`src/design/mccn_pkg.sv`:
```
// Shared types and constants of the matrix column normaliser.
package mccn_pkg;

    // Default sizes handed to the top level.
    localparam int ROWS_DEF        = 16;
    localparam int SAMPLE_BITS_DEF = 11;

    // Fixed field widths.
    localparam int THR_W    = 11;
    localparam int REF_W    = 16;
    localparam int SUM_W    = 15;
    localparam int TAG_W    = 4;
    localparam int VALUE_W  = 8;

    // Column sum saturates here.
    localparam logic [SUM_W-1:0] SUM_MAX = {SUM_W{1'b1}};

    // Full-scale output value, 2**SCALE_SH - 1.
    localparam int                 SCALE_SH = 8;
    localparam logic [VALUE_W-1:0] SCALE    = {VALUE_W{1'b1}};

    // Quotient bits produced by the divider: the value bits plus one overflow bit.
    localparam int QUOT_BITS = VALUE_W + 1;

    // Register reset values.
    localparam logic [THR_W-1:0] THR_RESET = THR_W'(20);
    localparam logic [REF_W-1:0] REF_RESET = REF_W'(4096);

    // Configuration port geometry.
    localparam int DATA_W    = 32;
    localparam int ADDR_W    = 3;
    localparam int REG_LSB   = 2;
    localparam int REG_IDX_W = 1;

    // Register indexes.
    typedef enum logic [REG_IDX_W-1:0] {
        REG_THRESHOLD = 1'b0,
        REG_REFERENCE = 1'b1
    } t_reg_idx;

    // Configuration seen by the datapath.
    typedef struct packed {
        logic [THR_W-1:0] threshold;
        logic [REF_W-1:0] ref_level;
    } t_cfg;

endpackage

```
`src/design/mccn_apb_regs.sv`:
```
// Configuration registers behind the APB-style port.
module mccn_apb_regs (
    input  logic                        i_clk,
    input  logic                        i_rst_n,
    input  logic                        psel,
    input  logic                        penable,
    input  logic                        pwrite,
    input  logic [mccn_pkg::ADDR_W-1:0] paddr,
    input  logic [mccn_pkg::DATA_W-1:0] pwdata,
    output logic [mccn_pkg::DATA_W-1:0] prdata,
    output logic                        pready,
    output mccn_pkg::t_cfg              o_cfg
);

    mccn_pkg::t_cfg   r_cfg;
    mccn_pkg::t_reg_idx w_idx;
    logic             w_wr;

    assign w_idx  = mccn_pkg::t_reg_idx'(paddr[mccn_pkg::REG_LSB +: mccn_pkg::REG_IDX_W]);
    assign w_wr   = psel && penable && pwrite;
    assign pready = 1'b1;
    assign o_cfg  = r_cfg;

    // Register writes in the access phase.
    always_ff @(posedge i_clk) begin
        if (!i_rst_n) begin
            r_cfg.threshold <= mccn_pkg::THR_RESET;
            r_cfg.ref_level <= mccn_pkg::REF_RESET;
        end else if (w_wr) begin
            unique case (w_idx)
                mccn_pkg::REG_THRESHOLD:
                    r_cfg.threshold <= pwdata[mccn_pkg::THR_W-1:0];
                mccn_pkg::REG_REFERENCE:
                    r_cfg.ref_level <= pwdata[mccn_pkg::REF_W-1:0];
                default: ;
            endcase
        end
    end

    // Read-back of the addressed register.
    always_comb begin
        unique case (w_idx)
            mccn_pkg::REG_THRESHOLD: prdata = mccn_pkg::DATA_W'(r_cfg.threshold);
            mccn_pkg::REG_REFERENCE: prdata = mccn_pkg::DATA_W'(r_cfg.ref_level);
            default:                 prdata = '0;
        endcase
    end

endmodule

```
`src/design/mccn_col_store.sv`:
```
// Per-row sample memory and the saturating running column sum.
module mccn_col_store #(
    parameter int ROWS        = mccn_pkg::ROWS_DEF,
    parameter int SAMPLE_BITS = mccn_pkg::SAMPLE_BITS_DEF
) (
    input  logic                       i_clk,
    input  logic                       i_rst_n,
    input  logic                       i_wr_en,
    input  logic [$clog2(ROWS)-1:0]    i_wr_addr,
    input  logic [SAMPLE_BITS-1:0]     i_wr_data,
    input  logic [$clog2(ROWS)-1:0]    i_rd_addr,
    output logic [SAMPLE_BITS-1:0]     o_rd_data,
    input  logic                       i_sum_clr,
    output logic [mccn_pkg::SUM_W-1:0] o_sum
);

    localparam int ACC_W =
        ((mccn_pkg::SUM_W > SAMPLE_BITS) ? mccn_pkg::SUM_W : SAMPLE_BITS) + 1;

    logic [SAMPLE_BITS-1:0]     r_mem [ROWS];
    logic [SAMPLE_BITS-1:0]     r_rd_data;
    logic [mccn_pkg::SUM_W-1:0] r_sum;
    logic [ACC_W-1:0]           w_acc;

    // The memory has one write and one registered read port.
    always_ff @(posedge i_clk) begin
        if (i_wr_en) begin
            r_mem[i_wr_addr] <= i_wr_data;
        end
        r_rd_data <= r_mem[i_rd_addr];
    end

    assign o_rd_data = r_rd_data;

    // The sum adds every sample written to the memory and clamps at its full-scale value.
    assign w_acc = ACC_W'(r_sum) + ACC_W'(i_wr_data);

    always_ff @(posedge i_clk) begin
        if (!i_rst_n) begin
            r_sum <= '0;
        end else if (i_sum_clr) begin
            r_sum <= '0;
        end else if (i_wr_en) begin
            if (w_acc > ACC_W'(mccn_pkg::SUM_MAX)) begin
                r_sum <= mccn_pkg::SUM_MAX;
            end else begin
                r_sum <= w_acc[mccn_pkg::SUM_W-1:0];
            end
        end
    end

    assign o_sum = r_sum;

endmodule

```
`src/design/mccn_divider.sv`:
```
// Restoring divider, one quotient bit per cycle, most significant bit first.
// The first bit carries weight 256 and flags a quotient that does not fit.
module mccn_divider #(
    parameter int NUM_W = mccn_pkg::SAMPLE_BITS_DEF + mccn_pkg::SCALE_SH,
    parameter int DVS_W = mccn_pkg::REF_W + 1
) (
    input  logic                         i_clk,
    input  logic                         i_rst_n,
    input  logic                         i_start,
    input  logic [NUM_W-1:0]             i_num,
    input  logic [DVS_W-1:0]             i_den,
    output logic                         o_done,
    output logic [mccn_pkg::VALUE_W-1:0] o_quot,
    output logic                         o_over
);

    localparam int QB     = mccn_pkg::QUOT_BITS;
    localparam int DIV_W  = DVS_W + QB - 1;
    localparam int CMP_W  = ((NUM_W > DIV_W) ? NUM_W : DIV_W) + 1;
    localparam int STEP_W = $clog2(QB);

    logic              r_busy;
    logic              r_done;
    logic [STEP_W-1:0] r_step;
    logic [NUM_W-1:0]  r_rem;
    logic [DIV_W-1:0]  r_div;
    logic [QB-1:0]     r_quot;
    logic [CMP_W-1:0]  w_diff;
    logic              w_fit;

    // Trial subtraction of the shifted divisor.
    assign w_diff = CMP_W'(r_rem) - CMP_W'(r_div);
    assign w_fit  = !w_diff[CMP_W-1];

    always_ff @(posedge i_clk) begin
        if (!i_rst_n) begin
            r_busy <= 1'b0;
            r_done <= 1'b0;
            r_step <= '0;
        end else begin
            r_done <= 1'b0;
            if (i_start) begin
                r_busy <= 1'b1;
                r_step <= '0;
            end else if (r_busy) begin
                r_step <= r_step + STEP_W'(1);
                if (r_step == STEP_W'(QB - 1)) begin
                    r_busy <= 1'b0;
                    r_done <= 1'b1;
                end
            end
        end
    end

    // Operand and quotient registers.
    always_ff @(posedge i_clk) begin
        if (i_start) begin
            r_rem  <= i_num;
            r_div  <= DIV_W'(i_den) << (QB - 1);
            r_quot <= '0;
        end else if (r_busy) begin
            if (w_fit) begin
                r_rem <= NUM_W'(w_diff);
            end
            r_div  <= r_div >> 1;
            r_quot <= {r_quot[QB-2:0], w_fit};
        end
    end

    assign o_done = r_done;
    assign o_quot = r_quot[mccn_pkg::VALUE_W-1:0];
    assign o_over = r_quot[QB-1];

endmodule

```
`src/design/matrix_column_crosstalk_normalizer_unit.sv`:
```
// Column normaliser for a resistive sensor matrix. Samples are taken one item per
// cycle while the block is idle; each is stored under its row and added into a
// saturating column sum. The item marked column_end starts the output pass: for
// every row in order the stored value v gives 0 when at or below the threshold,
// otherwise 255*v / (reference - (sum - v)), clipped to 255 with the saturated
// flag when the quotient exceeds 255 or the denominator is not positive. All
// rows share one bit-serial divider, so a row that divides passes through memory
// read, operand set-up, 9 divide steps, the hand-over of the quotient and output,
// and a row that does not passes through memory read, operand set-up and output,
// plus any wait for the output to be taken. No input item is accepted during the
// output pass. The sample store is not cleared at reset: a row not written since
// reset yields an undefined result.
module matrix_column_crosstalk_normalizer_unit #(
    parameter int ROWS        = mccn_pkg::ROWS_DEF,
    parameter int SAMPLE_BITS = mccn_pkg::SAMPLE_BITS_DEF
) (
    input  logic                          i_clk,
    input  logic                          i_rst_n,
    input  logic                          psel,
    input  logic                          penable,
    input  logic                          pwrite,
    input  logic [mccn_pkg::ADDR_W-1:0]   paddr,
    input  logic [mccn_pkg::DATA_W-1:0]   pwdata,
    output logic [mccn_pkg::DATA_W-1:0]   prdata,
    output logic                          pready,
    input  logic                          i_in_valid,
    output logic                          o_in_ready,
    input  logic [SAMPLE_BITS-1:0]        i_sample,
    input  logic [mccn_pkg::TAG_W-1:0]    i_row_index,
    input  logic [mccn_pkg::TAG_W-1:0]    i_column_index,
    input  logic                          i_column_end,
    output logic                          o_out_valid,
    input  logic                          i_out_ready,
    output logic [mccn_pkg::TAG_W-1:0]    o_out_row,
    output logic [mccn_pkg::TAG_W-1:0]    o_out_column,
    output logic [mccn_pkg::VALUE_W-1:0]  o_scaled_value,
    output logic                          o_saturated,
    output logic                          o_last_row
);

    localparam int ROW_W = $clog2(ROWS);
    localparam int IDX_W = ((ROW_W > mccn_pkg::TAG_W) ? ROW_W : mccn_pkg::TAG_W) + 1;
    localparam int NUM_W = SAMPLE_BITS + mccn_pkg::SCALE_SH;
    localparam int DEN_W =
        ((mccn_pkg::REF_W > SAMPLE_BITS) ? mccn_pkg::REF_W : SAMPLE_BITS) + 2;
    localparam int THC_W =
        (mccn_pkg::THR_W > SAMPLE_BITS) ? mccn_pkg::THR_W : SAMPLE_BITS;

    typedef enum logic [2:0] {
        S_IDLE,
        S_READ,
        S_LOAD,
        S_DIV,
        S_OUT
    } t_state;

    t_state                       r_state;
    logic [ROW_W-1:0]             r_cnt;
    logic [mccn_pkg::TAG_W-1:0]   r_col;
    logic                         r_out_valid;
    logic [mccn_pkg::VALUE_W-1:0] r_value;
    logic                         r_sat;

    mccn_pkg::t_cfg               w_cfg;
    logic                         w_in_acc;
    logic                         w_out_acc;
    logic                         w_row_ok;
    logic                         w_last;
    logic [SAMPLE_BITS-1:0]       w_v;
    logic [mccn_pkg::SUM_W-1:0]   w_sum;
    logic                         w_quiet;
    logic [DEN_W-1:0]             w_den;
    logic                         w_den_np;
    logic [NUM_W-1:0]             w_num;
    logic                         w_div_start;
    logic                         w_div_done;
    logic [mccn_pkg::VALUE_W-1:0] w_quot;
    logic                         w_over;

    // Configuration registers.
    mccn_apb_regs u_regs (
        .i_clk   (i_clk),
        .i_rst_n (i_rst_n),
        .psel    (psel),
        .penable (penable),
        .pwrite  (pwrite),
        .paddr   (paddr),
        .pwdata  (pwdata),
        .prdata  (prdata),
        .pready  (pready),
        .o_cfg   (w_cfg)
    );

    // Handshakes; a row outside the matrix is neither stored nor summed.
    assign o_in_ready = (r_state == S_IDLE);
    assign w_in_acc   = i_in_valid && o_in_ready;
    assign w_out_acc  = r_out_valid && i_out_ready;
    assign w_row_ok   = IDX_W'(i_row_index) < IDX_W'(ROWS);
    assign w_last     = (r_cnt == ROW_W'(ROWS - 1));

    mccn_col_store #(
        .ROWS        (ROWS),
        .SAMPLE_BITS (SAMPLE_BITS)
    ) u_store (
        .i_clk     (i_clk),
        .i_rst_n   (i_rst_n),
        .i_wr_en   (w_in_acc && w_row_ok),
        .i_wr_addr (ROW_W'(i_row_index)),
        .i_wr_data (i_sample),
        .i_rd_addr (r_cnt),
        .o_rd_data (w_v),
        .i_sum_clr (w_out_acc && w_last),
        .o_sum     (w_sum)
    );

    // Operand set-up: threshold test, signed denominator and 255 times the value.
    assign w_quiet  = THC_W'(w_v) <= THC_W'(w_cfg.threshold);
    assign w_den    = DEN_W'(w_cfg.ref_level) - DEN_W'(w_sum) + DEN_W'(w_v);
    assign w_den_np = w_den[DEN_W-1] || (w_den == '0);
    assign w_num    = (NUM_W'(w_v) << mccn_pkg::SCALE_SH) - NUM_W'(w_v);

    assign w_div_start = (r_state == S_LOAD) && !w_quiet && !w_den_np;

    mccn_divider #(
        .NUM_W (NUM_W),
        .DVS_W (DEN_W - 1)
    ) u_div (
        .i_clk   (i_clk),
        .i_rst_n (i_rst_n),
        .i_start (w_div_start),
        .i_num   (w_num),
        .i_den   (w_den[DEN_W-2:0]),
        .o_done  (w_div_done),
        .o_quot  (w_quot),
        .o_over  (w_over)
    );

    // Sequencer over the rows of a column, with the output register.
    always_ff @(posedge i_clk) begin
        if (!i_rst_n) begin
            r_state     <= S_IDLE;
            r_cnt       <= '0;
            r_col       <= '0;
            r_out_valid <= 1'b0;
            r_value     <= '0;
            r_sat       <= 1'b0;
        end else begin
            unique case (r_state)
                S_IDLE: begin
                    if (w_in_acc) begin
                        r_col <= i_column_index;
                        if (i_column_end) begin
                            r_cnt   <= '0;
                            r_state <= S_READ;
                        end
                    end
                end
                S_READ: begin
                    r_state <= S_LOAD;
                end
                S_LOAD: begin
                    if (w_quiet) begin
                        r_value     <= '0;
                        r_sat       <= 1'b0;
                        r_out_valid <= 1'b1;
                        r_state     <= S_OUT;
                    end else if (w_den_np) begin
                        r_value     <= mccn_pkg::SCALE;
                        r_sat       <= 1'b1;
                        r_out_valid <= 1'b1;
                        r_state     <= S_OUT;
                    end else begin
                        r_state <= S_DIV;
                    end
                end
                S_DIV: begin
                    if (w_div_done) begin
                        r_value     <= w_over ? mccn_pkg::SCALE : w_quot;
                        r_sat       <= w_over;
                        r_out_valid <= 1'b1;
                        r_state     <= S_OUT;
                    end
                end
                S_OUT: begin
                    if (w_out_acc) begin
                        r_out_valid <= 1'b0;
                        if (w_last) begin
                            r_state <= S_IDLE;
                        end else begin
                            r_cnt   <= r_cnt + ROW_W'(1);
                            r_state <= S_READ;
                        end
                    end
                end
                default: r_state <= S_IDLE;
            endcase
        end
    end

    assign o_out_valid    = r_out_valid;
    assign o_out_row      = mccn_pkg::TAG_W'(r_cnt);
    assign o_out_column   = r_col;
    assign o_scaled_value = r_value;
    assign o_saturated    = r_sat;
    assign o_last_row     = w_last;

endmodule

```
`config.mk`:
```
export PLATFORM = sky130hd
export DESIGN_NAME = matrix_column_crosstalk_normalizer_unit
export DESIGN_NICKNAME = d
export VERILOG_FILES = /design/src/design/mccn_pkg.sv /design/src/design/mccn_apb_regs.sv /design/src/design/mccn_col_store.sv /design/src/design/mccn_divider.sv /design/src/design/matrix_column_crosstalk_normalizer_unit.sv
export SDC_FILE = /design/constraint.sdc
export NUM_CORES = 1
export LEC_CHECK = 0
export ABC_AREA = 1
export BUFFER_PORTS_ARGS = -buffer_cell sky130_fd_sc_hd__buf_2
export CORE_ASPECT_RATIO = 1.4
export CORE_MARGIN = 1
export CORE_UTILIZATION = 40
export CTS_BUF_LIST = sky130_fd_sc_hd__clkbuf_16
export DETAILED_ROUTE_END_ITERATION = 8
export PLACE_DENSITY = 0.62
export RECOVER_POWER = 100
export SKIP_LAST_GASP = 1
export SYNTH_ARGS = -nofsm -noshare
export SYNTH_HDL_FRONTEND = slang
export SYNTH_SLANG_ARGS = --single-unit
```
`constraint.sdc`:
```
create_clock -name i_clk -period 5.6 [get_ports i_clk]
set_clock_uncertainty 0.1 [all_clocks]
set_input_delay 1.12 -clock i_clk [delete_from_list [all_inputs] [get_ports i_clk]]
set_output_delay 1.12 -clock i_clk [all_outputs]
set_load 0.01 [all_outputs]
```
==> results.toml <==
[critical_path]
crit_type = "reg2reg"
arrival_ns = 5.27
reg2reg_slack_ns = 0.69
rr_worst_depth = 5
required_ns = 5.95
timing.rr.end = "u_store.o_rd_data[10]"
end_kind = "register"
crit_fanout = 59
startpoint_type = "register"
r2r_start = "o_out_row[0]"

[grt]
grt_pass1_wl_um = 60970
antenna_found_initial = 0
grt_usage = 0.1925
grt-ovfl-total = 0
grt_max_degree = 92
grt_pass1_vias = 11770

[die]
core_area_um2 = 39490
start_util = 0.4060
io_pins = 115
die-width_um = 171.2
row_count = 86
die_h_um = 238.9
die_area_um2 = 40900

[cts]
clk_path_buf_depth = 3
hold_buffers = 0
insertion_delay_ns = 0.53
clock-sinks = 309
post_cts_resized = 0
cts.clk_slew.worst_paths_ns = 0.06
h-tree-depth = 2
cts_tree = "done"
cts_setup_buffers = 0
numCtsBuffers = 34
root_buffer = "clkbuf_16"

[timing]
hold_viol = 0
setup_viol = 0
drv_slew = 266
maxSlewHeadroom = -1.095
worstMarginPinSlew_ns = 3.143
period_share = 0.8775
rsz0062_at_grt = "no"
layout_min_cycle_time_ns = 4.914
fmax_ghz = 0.2035
fin_tns_setup_ns = 0

[hold_path]
hold_class = "reg2reg"
hold_path_startpoint = "u_div.r_quot[1]"
holdPathEnd = "u_div.r_quot[2]"
hold_depth = 2

[final_layout]
multi_input_comb_area_um2 = 6502
syn_to_final_growth_pct = 10.31
seq_area_um2 = 8309
nNetsFinal = 1927
layout_commonest_cell = "nand2_1"
n_antenna_cell = 0
fillerInstances = 3885
drive_gt1_frac = 0.06457
mostFrequentLayoutCells = "nand2_1 (306), nor2_1 (214), edfxtp_1 (212), inv_1 (190), o21ai_0 (137)"
fin_cells = 2340

[synthesis]
ys.warnings.count = 0
ys_types = 53
synthAdderAreaFrac = 0.06274
synth-simple-area-share = 0.1671
synth_area_per_cell_um2 = 9.317
synth.area.mux_share = 0.02185
syn_inst = 1721
synth_compound_area_frac = 0.1263
synthXorXnorAreaFrac = 0.03059
ys_seq_area_frac = 0.5181
synth_top_family_by_area = "simple AND/OR/NAND/NOR gates"
ys_ff_latch = 309
syn_area_um2 = 16030

[drt]
post-route-drc-count = 0
wl_per_cell_um = 16.62
first_pass_iters = 5
route.vias.total = 12030
detail-route-antenna-nets = 0
drt_iter0_markers = 684
wl_um = 38900
vias_per_cell = 5.140

[place]
gp_congestion = 0.8934
dpl.hpwl_um = 27480
dp.cells = 2279
io_buffers = 79

[power]
p_per_area_nw_per_um2 = 480.7
vdd_drop_max_v = 0.0003451
p_leak_uw = 0.007156

[status]
status = "finished with violations"
violations = "capacitance limit, slew limit"

[job]
max_cap_violations = 5
[state kept, by name, summed over array words and instances, names as in the netlist]
| register | cells |
|---|---|
| u_div.r_quot | 9 |
| u_div.o_done | 1 |
| u_div.r_div | 25 |
| o_scaled_value | 8 |
| u_store.o_sum | 15 |
| u_div.r_step | 4 |
| o_out_column | 4 |
| u_regs.o_cfg | 27 |
| u_div.r_busy | 1 |
| o_out_row | 4 |
| u_store.o_rd_data | 11 |
| o_saturated | 1 |
| u_div.r_rem | 19 |
| o_out_valid | 1 |
| r_state | 3 |
| u_store.r_mem | 176 |
[report_power, final]
| part | internal, uW | total (uW) | leakage (uW) | switching [uW] |
|---|---|---|---|---|
| clock | 1200 | 2130 | 0.000540 | 935 |
| sequential | 2790 | 3030 | 0.00272 | 234 |
| combinational | 1210 | 3340 | 0.00390 | 2130 |
[routing by layer]
metal  vias to the layer above  global-route usage  wire length [um]
met5                         -                   0                 0
met1                      5722              0.2238             15870
met3                        69             0.02517              1509
met2                       238              0.3565             20400
met4                         0             0.06872              1125
li1                       5998                   -                 -
[critical path: stages (launching register included)]
cell      delay (ns)
dfxtp_1         1.34
clkbuf_1        2.29
o21ai_0         0.43
o32ai_1         0.28
o211ai_1        0.15
nand2_1         0.17
[cells in the mapped netlist (all sizes together)]
cell	n	area [um^2]
nand3	84	460.4
o32ai	9	78.83
a311oi	1	8.760
nand4	8	50.05
fa	4	80.08
dfxtp	97	1942
clkbuf	45	168.9
nor3b	2	15.01
nand2	309	1180
and3	3	18.77
a221oi	8	70.07
mux2i	35	350.3
or2	2	12.51
xor2	38	332.8
o31ai	2	15.01
a21oi	75	382.9
o21bai	4	33.78
o21a	1	7.510
o211ai	26	275.3
xnor2	18	157.7
conb	2	7.510
nor4	3	18.77
nand3b	7	52.55
buf	33	249.0
clkinv	3	11.26
a21o	3	22.52
nor3	11	55.05
a21boi	2	15.01
ha	74	925.9
edfxtp	212	6366
o221ai	39	341.6
o2111ai	2	17.52
a31oi	7	43.79
o22ai	1	6.260
inv	197	739.5
o21ai	138	705.7
nor2	216	815.8
[through the flow]
stage | instance area [um^2] | hold WS (ns) | power [uW] | util | worst slack, ns
6_report | 17690 | 0.3907 | 8502 | 0.4479 | 0.6863
5_1_grt | 17690 | 0.4013 | 9169 | 0.4479 | 0.2615
4_1_cts | 17890 | 0.3946 | 8659 | 0.4531 | 0.7690
3_5_place_dp | 16840 | 0.3776 | 6501 | 0.4264 | 0.7899
3_3_place_gp | 16840 | 0.3613 | 6434 | 0.4264 | 0.9185
2_1_floorplan | 16090 | 0.3501 | 5693 | - | 1.391
[layout make-up]
type	count	area share
Clock buffer	35	0.04952
Clock inverter	26	0.01019
Inverter	200	0.04244
Multi-Input combinational cell	1149	0.3676
Sequential cell	309	0.4698
Tap cell	528	0.03735
Timing Repair Buffer	93	0.02306
[cells by family (layout without fill, tap and decap cells)]
group	count (synthesis)	count (layout)
other	2	17
buffers and inverters	278	354
and+or+nand+nor	645	645
muxes	35	35
AOI/OAI and AO/OA	318	318
DFF	309	309
adders and majority gates	78	78
xor gates and xnor gates	56	56
[worst max-delay path by stage]
stage / startpoint / end / slack [ns]
finish: o_out_row[0] / u_store.o_rd_data[10] / 0.69
global placement: u_regs.o_cfg[0] / u_div.r_div[8] / 0.92
global route: o_out_row[0] / u_store.o_rd_data[2] / 0.26
floorplan: u_regs.o_cfg[0] / u_div.r_rem[0] / 1.39
CTS: u_regs.o_cfg[0] / u_div.r_div[10] / 0.77
detailed placement: u_regs.o_cfg[0] / u_div.r_div[10] / 0.79
(Power assumes the default switching activity.)
